**config.mk**
```make
export PLATFORM = sky130hd
export DESIGN_NAME = tree_level_kind_counter
export DESIGN_NICKNAME = d
export VERILOG_FILES = /design/src/design/tlkc_pkg.sv /design/src/design/tlkc_ram.sv /design/src/design/tree_level_kind_counter.sv
export SDC_FILE = /design/constraint.sdc
export NUM_CORES = 2
export LEC_CHECK = 0
export ABC_CLOCK_PERIOD_IN_PS = 5700
export BUFFER_PORTS_ARGS = -buffer_cell sky130_fd_sc_hd__buf_2
export CORE_MARGIN = 2
export CORE_UTILIZATION = 46
export CTS_CLUSTER_SIZE = 16
export DETAILED_ROUTE_END_ITERATION = 10
export PLACE_DENSITY_LB_ADDON = 0.1
export SETUP_SLACK_MARGIN = 0.05
export SYNTH_ARGS = -nofsm -noshare
export SYNTH_HDL_FRONTEND = slang
export SYNTH_HIERARCHICAL = 1
export SYNTH_SLANG_ARGS = --single-unit
```
**constraint.sdc**
```tcl
create_clock -name clk_i -period 5.7 [get_ports clk_i]
set_input_delay 0.57 -clock clk_i [delete_from_list [all_inputs] [get_ports clk_i]]
set_output_delay 0.57 -clock clk_i [all_outputs]
set_load 0.02 [all_outputs]
```
**src/design/tlkc_pkg.sv**
```systemverilog
package tlkc_pkg;

  localparam int CNT_W  = 7;
  localparam int KIND_W = 2;
  localparam int CHILD_W = 7;
  localparam int REC_W  = KIND_W + 2 * CHILD_W;

  localparam logic [KIND_W-1:0] KIND_GREEN = 2'd1;
  localparam logic [KIND_W-1:0] KIND_RED   = 2'd2;

  localparam int STEP_W = 4;
  typedef logic [STEP_W-1:0] step_t;

  localparam step_t STEP_IDLE = 4'd0;
  localparam step_t STEP_INIT = 4'd1;
  localparam step_t STEP_ROOT = 4'd2;
  localparam step_t STEP_LVL  = 4'd3;
  localparam step_t STEP_DEQ  = 4'd4;
  localparam step_t STEP_QRD  = 4'd5;
  localparam step_t STEP_NRD  = 4'd6;
  localparam step_t STEP_LK   = 4'd7;
  localparam step_t STEP_RK   = 4'd8;
  localparam step_t STEP_FIN  = 4'd9;

  // Jump conditions, tested after the hold condition.
  typedef enum logic [2:0] {
    COND_NEVER,
    COND_ALWAYS,
    COND_NOT_LAST,
    COND_Q_EMPTY,
    COND_LVL_DONE
  } cond_e;

  // Conditions that keep the step counter where it is.
  typedef enum logic [1:0] {
    HOLD_NONE,
    HOLD_ACCEPT,
    HOLD_COMMIT,
    HOLD_FIN
  } hold_e;

  typedef struct packed {
    logic  in_rdy;
    logic  init;
    logic  tally;
    logic  commit;
    logic  deq;
    logic  node_rd;
    logic  visit_left;
    logic  visit_right;
    logic  finish;
    hold_e hold;
    cond_e cond;
    step_t jump;
  } cw_t;

  function automatic cw_t cw_rom(input step_t step);
    cw_t cw;
    cw = '{in_rdy: 1'b0, init: 1'b0, tally: 1'b0, commit: 1'b0, deq: 1'b0,
           node_rd: 1'b0, visit_left: 1'b0, visit_right: 1'b0, finish: 1'b0,
           hold: HOLD_NONE, cond: COND_ALWAYS, jump: STEP_IDLE};
    unique case (step)
      STEP_IDLE: begin
        cw.in_rdy = 1'b1;
        cw.hold   = HOLD_ACCEPT;
        cw.cond   = COND_NOT_LAST;
        cw.jump   = STEP_IDLE;
      end
      STEP_INIT: begin
        cw.init = 1'b1;
        cw.cond = COND_NEVER;
      end
      STEP_ROOT: begin
        cw.tally = 1'b1;
        cw.cond  = COND_NEVER;
      end
      STEP_LVL: begin
        cw.commit = 1'b1;
        cw.hold   = HOLD_COMMIT;
        cw.cond   = COND_Q_EMPTY;
        cw.jump   = STEP_FIN;
      end
      STEP_DEQ: begin
        cw.deq  = 1'b1;
        cw.cond = COND_LVL_DONE;
        cw.jump = STEP_LVL;
      end
      STEP_QRD: begin
        cw.node_rd = 1'b1;
        cw.cond    = COND_NEVER;
      end
      STEP_NRD: begin
        cw.visit_left = 1'b1;
        cw.cond       = COND_NEVER;
      end
      STEP_LK: begin
        cw.tally       = 1'b1;
        cw.visit_right = 1'b1;
        cw.cond        = COND_NEVER;
      end
      STEP_RK: begin
        cw.tally = 1'b1;
        cw.jump  = STEP_DEQ;
      end
      STEP_FIN: begin
        cw.finish = 1'b1;
        cw.hold   = HOLD_FIN;
        cw.jump   = STEP_IDLE;
      end
      default: begin
        cw.jump = STEP_IDLE;
      end
    endcase
    return cw;
  endfunction

endpackage

```
**src/design/tlkc_ram.sv**
```systemverilog
module tlkc_ram #(
  parameter int WIDTH = 8,
  parameter int DEPTH = 64
) (
  input  logic                                     clk_i,
  input  logic                                     we_i,
  input  logic [(DEPTH > 1 ? $clog2(DEPTH) : 1)-1:0] waddr_i,
  input  logic [WIDTH-1:0]                         wdata_i,
  input  logic [(DEPTH > 1 ? $clog2(DEPTH) : 1)-1:0] raddr_i,
  output logic [WIDTH-1:0]                         rdata_o
);

  logic [WIDTH-1:0] mem [DEPTH];

  always_ff @(posedge clk_i) begin
    if (we_i) begin
      mem[waddr_i] <= wdata_i;
    end
    rdata_o <= mem[raddr_i];
  end

endmodule

```
**src/design/tree_level_kind_counter.sv**
```systemverilog
// Loading takes one node record per cycle; the walk starts after the last record.
// Walk: setup, then a commit step per depth level and a node step per dequeued node, then a
// finish; commit and finish may wait on the output. Each node step is a chain of
// registered reads: queue entry, node record, then the kind of each child.
// Reset (rst_ni low, asynchronous) returns the sequencer to idle and clears the node count;
// node and queue tables hold no value until written.
module tree_level_kind_counter #(
  parameter int MAX_NODES = 64
) (
  input  logic                        clk_i,
  input  logic                        rst_ni,
  input  logic                        in_valid_i,
  output logic                        in_ready_o,
  input  logic [tlkc_pkg::KIND_W-1:0]  node_kind_i,
  input  logic [tlkc_pkg::CHILD_W-1:0] left_child_i,
  input  logic [tlkc_pkg::CHILD_W-1:0] right_child_i,
  input  logic                        last_node_i,
  output logic                        out_valid_o,
  input  logic                        out_ready_i,
  output logic [tlkc_pkg::CNT_W-1:0]   green_count_o,
  output logic [tlkc_pkg::CNT_W-1:0]   red_count_o,
  output logic                        last_level_o
);

  localparam int IW = (MAX_NODES > 1) ? $clog2(MAX_NODES) : 1;
  localparam logic [tlkc_pkg::CNT_W-1:0] MaxCnt = tlkc_pkg::CNT_W'(MAX_NODES);

  tlkc_pkg::step_t step_q, step_d;
  tlkc_pkg::cw_t   cw;

  logic [tlkc_pkg::CNT_W-1:0] loaded_q, head_q, tail_q, level_end_q;
  logic [tlkc_pkg::CNT_W-1:0] acc_g_q, acc_r_q, pend_g_q, pend_r_q;
  logic [tlkc_pkg::CNT_W-1:0] out_g_q, out_r_q;
  logic                       pend_valid_q, out_valid_q, out_last_q, vis_q;
  logic [tlkc_pkg::CHILD_W-1:0] right_q;

  logic in_acc, out_free, acc_nz, hold, cond;
  logic [tlkc_pkg::CHILD_W-1:0] child;
  logic [tlkc_pkg::CHILD_W-1:0] child_m1;
  logic child_ok, visit;

  logic                       node_we;
  logic [IW-1:0]              node_raddr;
  logic [tlkc_pkg::REC_W-1:0] node_rdata;
  logic [tlkc_pkg::KIND_W-1:0] rd_kind;
  logic [tlkc_pkg::CHILD_W-1:0] rd_left;

  logic          q_we;
  logic [IW-1:0] q_waddr, q_wdata, q_rdata;

  assign cw       = tlkc_pkg::cw_rom(step_q);
  assign in_ready_o = cw.in_rdy;
  assign in_acc   = in_valid_i && cw.in_rdy;
  assign out_free = !out_valid_q || out_ready_i;
  assign acc_nz   = (acc_g_q != '0) || (acc_r_q != '0);

  assign rd_kind = node_rdata[tlkc_pkg::REC_W-1 -: tlkc_pkg::KIND_W];
  assign rd_left = node_rdata[2*tlkc_pkg::CHILD_W-1 -: tlkc_pkg::CHILD_W];

  // Sequencer: hold first, then a conditional jump, else the next step.
  always_comb begin
    unique case (cw.hold)
      tlkc_pkg::HOLD_NONE:   hold = 1'b0;
      tlkc_pkg::HOLD_ACCEPT: hold = !in_acc;
      tlkc_pkg::HOLD_COMMIT: hold = acc_nz && pend_valid_q && !out_free;
      tlkc_pkg::HOLD_FIN:    hold = pend_valid_q && !out_free;
      default:               hold = 1'b0;
    endcase
    unique case (cw.cond)
      tlkc_pkg::COND_NEVER:    cond = 1'b0;
      tlkc_pkg::COND_ALWAYS:   cond = 1'b1;
      tlkc_pkg::COND_NOT_LAST: cond = !last_node_i;
      tlkc_pkg::COND_Q_EMPTY:  cond = (head_q == tail_q);
      tlkc_pkg::COND_LVL_DONE: cond = (head_q == level_end_q);
      default:                 cond = 1'b0;
    endcase
    priority if (hold) begin
      step_d = step_q;
    end else if (cond) begin
      step_d = cw.jump;
    end else begin
      step_d = step_q + 1'b1;
    end
  end

  // Child under test: the left one straight from the record, the right one latched.
  assign child    = cw.visit_left ? rd_left : right_q;
  assign child_m1 = child - 1'b1;
  assign child_ok = (child != '0) && (child <= loaded_q) && (tail_q < MaxCnt);
  assign visit    = (cw.visit_left || cw.visit_right) && child_ok;

  always_comb begin
    if (cw.init) begin
      node_raddr = '0;
    end else if (cw.node_rd) begin
      node_raddr = q_rdata;
    end else begin
      node_raddr = child_m1[IW-1:0];
    end
  end

  assign node_we = in_acc && (loaded_q < MaxCnt);
  assign q_we    = cw.init || visit;
  assign q_waddr = cw.init ? '0 : tail_q[IW-1:0];
  assign q_wdata = cw.init ? '0 : child_m1[IW-1:0];

  tlkc_ram #(
    .WIDTH(tlkc_pkg::REC_W),
    .DEPTH(MAX_NODES)
  ) u_node_ram (
    .clk_i  (clk_i),
    .we_i   (node_we),
    .waddr_i(loaded_q[IW-1:0]),
    .wdata_i({node_kind_i, left_child_i, right_child_i}),
    .raddr_i(node_raddr),
    .rdata_o(node_rdata)
  );

  tlkc_ram #(
    .WIDTH(IW),
    .DEPTH(MAX_NODES)
  ) u_queue_ram (
    .clk_i  (clk_i),
    .we_i   (q_we),
    .waddr_i(q_waddr),
    .wdata_i(q_wdata),
    .raddr_i(head_q[IW-1:0]),
    .rdata_o(q_rdata)
  );

  always_ff @(posedge clk_i or negedge rst_ni) begin
    if (!rst_ni) begin
      step_q       <= tlkc_pkg::STEP_IDLE;
      loaded_q     <= '0;
      head_q       <= '0;
      tail_q       <= '0;
      level_end_q  <= '0;
      acc_g_q      <= '0;
      acc_r_q      <= '0;
      pend_valid_q <= 1'b0;
      out_valid_q  <= 1'b0;
      vis_q        <= 1'b0;
    end else begin
      step_q <= step_d;
      if (out_ready_i) begin
        out_valid_q <= 1'b0;
      end
      if (node_we) begin
        loaded_q <= loaded_q + 1'b1;
      end
      if (cw.init) begin
        head_q       <= '0;
        tail_q       <= tlkc_pkg::CNT_W'(1);
        acc_g_q      <= '0;
        acc_r_q      <= '0;
        pend_valid_q <= 1'b0;
        vis_q        <= 1'b1;
      end
      if (cw.tally && vis_q) begin
        if (rd_kind == tlkc_pkg::KIND_GREEN) begin
          acc_g_q <= acc_g_q + 1'b1;
        end else if (rd_kind == tlkc_pkg::KIND_RED) begin
          acc_r_q <= acc_r_q + 1'b1;
        end
      end
      if (cw.visit_left || cw.visit_right) begin
        vis_q <= child_ok;
        if (child_ok) begin
          tail_q <= tail_q + 1'b1;
        end
      end
      if (cw.visit_left) begin
        right_q <= node_rdata[tlkc_pkg::CHILD_W-1:0];
      end
      if (cw.deq && (head_q != level_end_q)) begin
        head_q <= head_q + 1'b1;
      end
      // Level boundary: the counts of the level about to be walked are complete.
      // A nonzero level is held until the next nonzero level or the finish, so the final one can be flagged.
      if (cw.commit && !hold) begin
        level_end_q <= tail_q;
        acc_g_q     <= '0;
        acc_r_q     <= '0;
        if (acc_nz) begin
          pend_g_q     <= acc_g_q;
          pend_r_q     <= acc_r_q;
          pend_valid_q <= 1'b1;
          if (pend_valid_q) begin
            out_valid_q <= 1'b1;
            out_g_q     <= pend_g_q;
            out_r_q     <= pend_r_q;
            out_last_q  <= 1'b0;
          end
        end
      end
      if (cw.finish && !hold) begin
        loaded_q     <= '0;
        pend_valid_q <= 1'b0;
        if (pend_valid_q) begin
          out_valid_q <= 1'b1;
          out_g_q     <= pend_g_q;
          out_r_q     <= pend_r_q;
          out_last_q  <= 1'b1;
        end
      end
    end
  end

  assign out_valid_o   = out_valid_q;
  assign green_count_o = out_g_q;
  assign red_count_o   = out_r_q;
  assign last_level_o  = out_last_q;

endmodule

```
Word-level counts from Yosys, hierarchy flattened. Memory sizes are Yosys's and may differ from the RTL's. A register that Yosys moved wholly into a read port is not among the register bits. Cells that the tools add are included.

Add/subtract/negate cells: 7. $lt $le $gt $ge: 3. Equality and inequality tests: 21. Mux-type cells: 67. Reduce and logical (&&, ||, !) cells: 33.

Operators with widths (count): 2-to-1 mux 7 bit (27); adder 7 x 1 -> 7 bit, second input constant (5); 2-to-1 mux 1 bit (30); 2-to-1 mux 6 bit (4); nonzero test 7 bit (3); equality test 4 x 3 -> 1 bit, second input constant (4); equality test 7 bit (2); less-than comparator 7 bit, second input constant (2); logical AND 1 bit (12); case mux 3 bit (4 select lines) (1); case mux 4 bit (3 select lines) (1); equality test 4 x 2 -> 1 bit, second input constant (2); equality test 4 bit, second input constant (2); case mux 1 bit (4 select lines) (2); <= comparator 7 bit (1); inequality test 7 bit (1); equality test 2 bit, second input constant (3); equality test 3 x 2 -> 1 bit, second input constant (2); case mux 2 bit (3 select lines) (1); nonzero test 2 bit (3); subtractor 6 x 1 -> 6 bit, second input constant (1); logical NOT 1 bit (5); OR reduction 5 bit (1); adder 4 x 1 -> 4 bit, second input constant (1); 11 further kinds (15).

Flip-flop bits (word level): 85. RAM bits: 1408. Bits of input ports: 21. Output and inout port bits: 17. Word-level logic and storage cells: 149. Memories kept: 2.

Memory list: u_node_ram.mem (words 64, bits a word 16, read ports 1, clocked after Yosys merged registers in 1, wr ports 1, RTL line tlkc_ram.sv:13) `logic [WIDTH-1:0] mem [DEPTH];`; u_queue_ram.mem (words 64, bits a word 6, read ports 1, clocked after Yosys merged registers in 1, wr ports 1, RTL line tlkc_ram.sv:13).

Depth between registers and ports, before layout.
Depth after elaboration: 10. Gate-level depth with buffers: 18.

Cells and area by module. Netlist, hierarchy kept.

Modules (own cells, without submodules): tlkc_ram at u_node_ram (times used 1, cells each 1829, area an instance 40042.2 um^2); tlkc_ram at u_queue_ram (times used 1, cells each 720, area an instance 15225.9 um^2); tree_level_kind_counter (times used 1, cells each 452, area an instance 4778.3 um^2).

Least setup slack after synthesis. OpenSTA, ideal clock, no wires.

Kind: flip-flop to flip-flop. Start: register step_q[0]. End: memory u_queue_ram/mem[48][0] (netlist bit), enable pin. Data arrival time: 3.683 ns. Required time: 5.323 ns. Slack: 1.640 ns. Cell stages (with the launch flop): 18. Clock period less this slack: 4.060 ns. Cell sequence: dfrtp_1 -> inv_1 -> ha_1 -> nand3b_4 -> buf_6 -> mux2i_1 -> inv_1 -> ha_1 -> nor2b_1 -> o21a_1 -> o211ai_1 -> a31oi_1 -> or4_1 -> buf_6 -> nand2_1 -> nor2b_1 -> nand4b_1 -> nor3_1.

Word-level cells in the longest chain between the ends: 10.

Ends and longest elaborated chain: start: declaration (RTL line tree_level_kind_counter.sv:28) `tlkc_pkg::step_t step_q, step_d;`; start signal: assignment (RTL line tree_level_kind_counter.sv:133) `step_q <= tlkc_pkg::STEP_IDLE;`; start signal: assignment (RTL line tree_level_kind_counter.sv:144) `step_q <= step_d;`; equality test 4 x 3 -> 1 bit (RTL line tlkc_pkg.sv:62) `unique case (step)`; 2-to-1 mux 1 bit (RTL line tlkc_pkg.sv:62); 2-to-1 mux 7 bit (RTL line tree_level_kind_counter.sv:87) `assign child = cw.visit_left ? rd_left : right_q;`; <= comparator 7 bit or nonzero test 7 bit (tied branches) (RTL line tree_level_kind_counter.sv:89) `assign child_ok = (child != '0) && (child <= loaded_q) && (tail_q < MaxCnt);`; logical AND 1 bit (2 in a row) (RTL line tree_level_kind_counter.sv:89); logical AND 1 bit (RTL line tree_level_kind_counter.sv:90) `assign visit = (cw.visit_left || cw.visit_right) && child_ok;`; logical OR 1 bit * (RTL line tree_level_kind_counter.sv:103) `assign q_we = cw.init || visit;`; net q_we (RTL line tree_level_kind_counter.sv:48) `logic q_we;`; 2-to-1 mux 1 bit * (RTL line tlkc_ram.sv:16) `if (we_i) begin`; 2-to-1 mux 1 bit (implied by the code) * (RTL line tlkc_ram.sv:17) `mem[waddr_i] <= wdata_i;`; end: declaration (RTL line tlkc_ram.sv:13).

Mark *: on every way through the listed nets, which the timed path passes. The rest lies on a longest branch.

Worst setup path after layout.
Start: register step_q[0]. End: memory u_queue_ram/mem[14][3] (netlist bit), enable pin.

Same word-level chain as after synthesis.

==> results.yml <==
clock_network:
  clock-sinks: 1515
  cts_resized: 0
  htreeDepth: 4
  cts_hold_buf: 2
  cts-root-buf: "clkbuf_16"
  clkTransAtPathRegs_ps: 60
  cts_setup_buffers: 0
  cts_tree: "built"
  cts_buffer_depth: 3
  cts-buffers-inserted: 159
  insertion_delay_ps: 800
worst_setup_path:
  end_kind: "flip-flop"
  path_class: "flip-flop to flip-flop"
  crit_fanout: 12
  r2r_slack_ps: 560
  timing.rr.start: "step_q[0]$_DFFE_PN0N_"
  ff2ff_path_depth: 15
  path_delay_family: "simple AND/OR/NAND/NOR gates"
  crit_buf_inv: 2
  critPathRequiredTime_ps: 6130
  crit_chain: "inv_1, ha_1, nand3b_4, mux2i_1, inv_1, ha_1, nor2b_1, o21a_1, o211ai_1, a31oi_1, or4_1, nand2_1, nor2b_1, nand3_1, nor2_1"
  cp.arrival_ps: 5570
  crit_path_start_kind: "flip-flop"
  slowest_delay_ps: 760
  rr_endpoint: "u_queue_ram/mem[14][3]$_DFFE_PP_"
  cp_slowest_cell: "or4_1"
flow_run:
  drv_cap: 0
power_and_ir_drop:
  leakagePower_uw: 0.0216
  total_power_uw: 28700
  powerDensity_nw_per_um2: 423
  vdd_drop_max_mv: 0.304
timing:
  period_needed_ps: 5140
  holdWs_ps: 65.7
  period_share: 0.903
  timing_hold_violations_final: 0
  tightest_slew_ps: 1290
  drv_slew: 0
  fmax_mhz: 194
  rsz0062_at_grt: "false"
  tns_ps: 0
  finalSetupViolCount: 0
  timing.final.ws_setup_ps: 555
  relSlewSlack: 0.139
  skew_ps: 42.2
cells_and_area:
  drive_gt1_frac: 0.241
  n_antenna_cell: 0
  area_growth_pct: 13.0
  fin_cells: 5024
  final_nets: 3196
placement:
  dp_hpwl_um: 88600
  io_buffer_count: 37
  pre_cts_ws_ps: 584
  dp_cells: 4734
  routabilityCongestion: 0.831
yosys:
  syn_inst: 3001
  async_reset_ff_frac: 0.0323
  synth_flop_cell: "edfxtp_1"
  yosysMostFrequentCell: "edfxtp_1"
  avgSynthCellArea_um2: 20.0
  synth_cell_types: 82
  syn_nets: 3042
  synth_seq_area_share: 0.750
  synthTopCellsByCount: "edfxtp_1, mux4_2, nor2_1"
  synth_top_area_frac: 0.722
  yosysTopAreaCell: "edfxtp_1"
  synth.area.top_cells: "edfxtp_1, mux4_2, mux2i_1"
  synth_area_um2: 60000
  yosysWarnings: 6
  synth-edff-count: 1444
  ys_seq_elements: 1515
routing:
  ant_nets: 0
  dr_total_vias: 29700
  drc: 0
  dr.pass1.iters: 6
  drt_iter0_markers: 3206
  routed_wl_um: 145000
  routedWlPerCell_um: 28.9
  viasPerCell: 5.92
worst_hold_path:
  whs_endpoint: "loaded_q[6]$_DFFE_PN0P_"
  whs_path_depth: 3
  min_from: "in_valid_i"
  hold_class: "input port to flip-flop"
floorplanning:
  dieHeight_um: 365
  start_util: 0.464
  dieWidth_um: 365
  die-area_um2: 133000
  row_count: 132
  io_pins: 38
  core_um2: 129000
global_route:
  grt.overflow.total: 0
  grt_usage: 0.220
  grt_pass1_wl_um: 211000
  first_global_vias: 30300
  antenna_found_initial: 5
  grt_max_degree: 65
run_status:
  status: "finished, final reports clean"
==> worst max-delay path by stage <==
stage | startpoint | end | slack, ps | depth (start not counted)
floorplan | step_q[0]$_DFFE_PN0N_ | u_queue_ram/mem[48][0]$_DFFE_PP_ | 1640 | 17
global placement | step_q[0]$_DFFE_PN0N_ | u_queue_ram/mem[6][0]$_DFFE_PP_ | 640 | 15
detailed placement | step_q[0]$_DFFE_PN0N_ | u_queue_ram/mem[6][3]$_DFFE_PP_ | 580 | 15
CTS | step_q[0]$_DFFE_PN0N_ | u_queue_ram/mem[6][4]$_DFFE_PP_ | 570 | 15
global route | step_q[0]$_DFFE_PN0N_ | u_queue_ram/mem[14][2]$_DFFE_PP_ | 190 | 15
finish | step_q[0]$_DFFE_PN0N_ | u_queue_ram/mem[14][3]$_DFFE_PP_ | 560 | 15
==> power breakdown <==
group	total, µW	leakage (µW)	internal [µW]	switching, µW
Combinational	5220	0.00515	2040	3180
Sequential	12900	0.0139	12700	275
Clock	10500	0.00260	6170	4360
==> state kept, by name, summed over array words and instances, names as in the netlist, 4 cells and up, named ones only <==
name / count
acc_r_q: 7
pend_g_q: 7
acc_g_q: 7
loaded_q: 7
level_end_q: 7
right_q: 7
u_node_ram/mem: 1024
u_queue_ram/mem: 384
pend_r_q: 7
tail_q: 7
step_q: 4
head_q: 7
u_queue_ram/rdata_o: 6
u_node_ram/rdata_o: 16
==> through the flow <==
stage / utilization / instance area, µm²
after global placement: 0.483 / 62500
after floorplan: - / 60000
after CTS: 0.524 / 67900
final: 0.524 / 67900
after global routing: 0.524 / 67900
after detailed placement: 0.483 / 62500
==> worst register-to-register path, cell delays in order (launching register included) <==
cell	delay [ps]
dfrtp_1	410
inv_1	120
ha_1	280
nand3b_4	210
mux2i_1	320
inv_1	80
ha_1	300
nor2b_1	140
o21a_1	160
o211ai_1	150
a31oi_1	110
or4_1	760
nand2_1	300
nor2b_1	290
nand3_1	540
nor2_1	630
==> cells in the final DEF (no fill, tap or decap), drive strengths merged, types with 47 or more instances in the layout <==
cell / Yosys / layout
edfxtp: 1444 / 1444
mux4: 317 / 317
nor2: 193 / 193
clkbuf: 57 / 188
buf: 106 / 154
mux2i: 123 / 123
nand2: 81 / 81
clkinv: 0 / 65
nand3: 57 / 57
mux2: 53 / 53
dfrtp: 49 / 49
o21ai: 47 / 47
==> cells by family after synthesis <==
group                      synth area share
DFF                                   0.750
and+or+nand+nor                      0.0415
muxes                                 0.150
AOI/OAI and AO/OA                    0.0304
buffers and inverters                0.0196
xor gates and xnor gates            0.00408
adders and majority gates           0.00417
==> layer usage <==
| metal | part of all wire | global-route usage | vias to the layer above | wire [µm] |
|---|---|---|---|---|
| met1 | 0.44 | 0.313 | 15900 | 63600 |
| met2 | 0.49 | 0.356 | 956 | 70900 |
| met4 | 0.020 | 0.0570 | 2 | 2950 |
| met3 | 0.053 | 0.0343 | 209 | 7770 |
| li1 | - | - | 12600 | - |
| met5 | 0.000089 | 0 | - | 13 |
==> final cells by class <==
type,instances,area (µm²)
repair buffers,156,1230
flip-flops and latches,1515,45000
clock buffers,188,4200
fillers,10200,61600
well taps,1742,2180
clock inverters,100,1150
inverters,23,86.3
multi-input cells,1300,14000
Note: power is estimated with default switching activity, not from simulation.
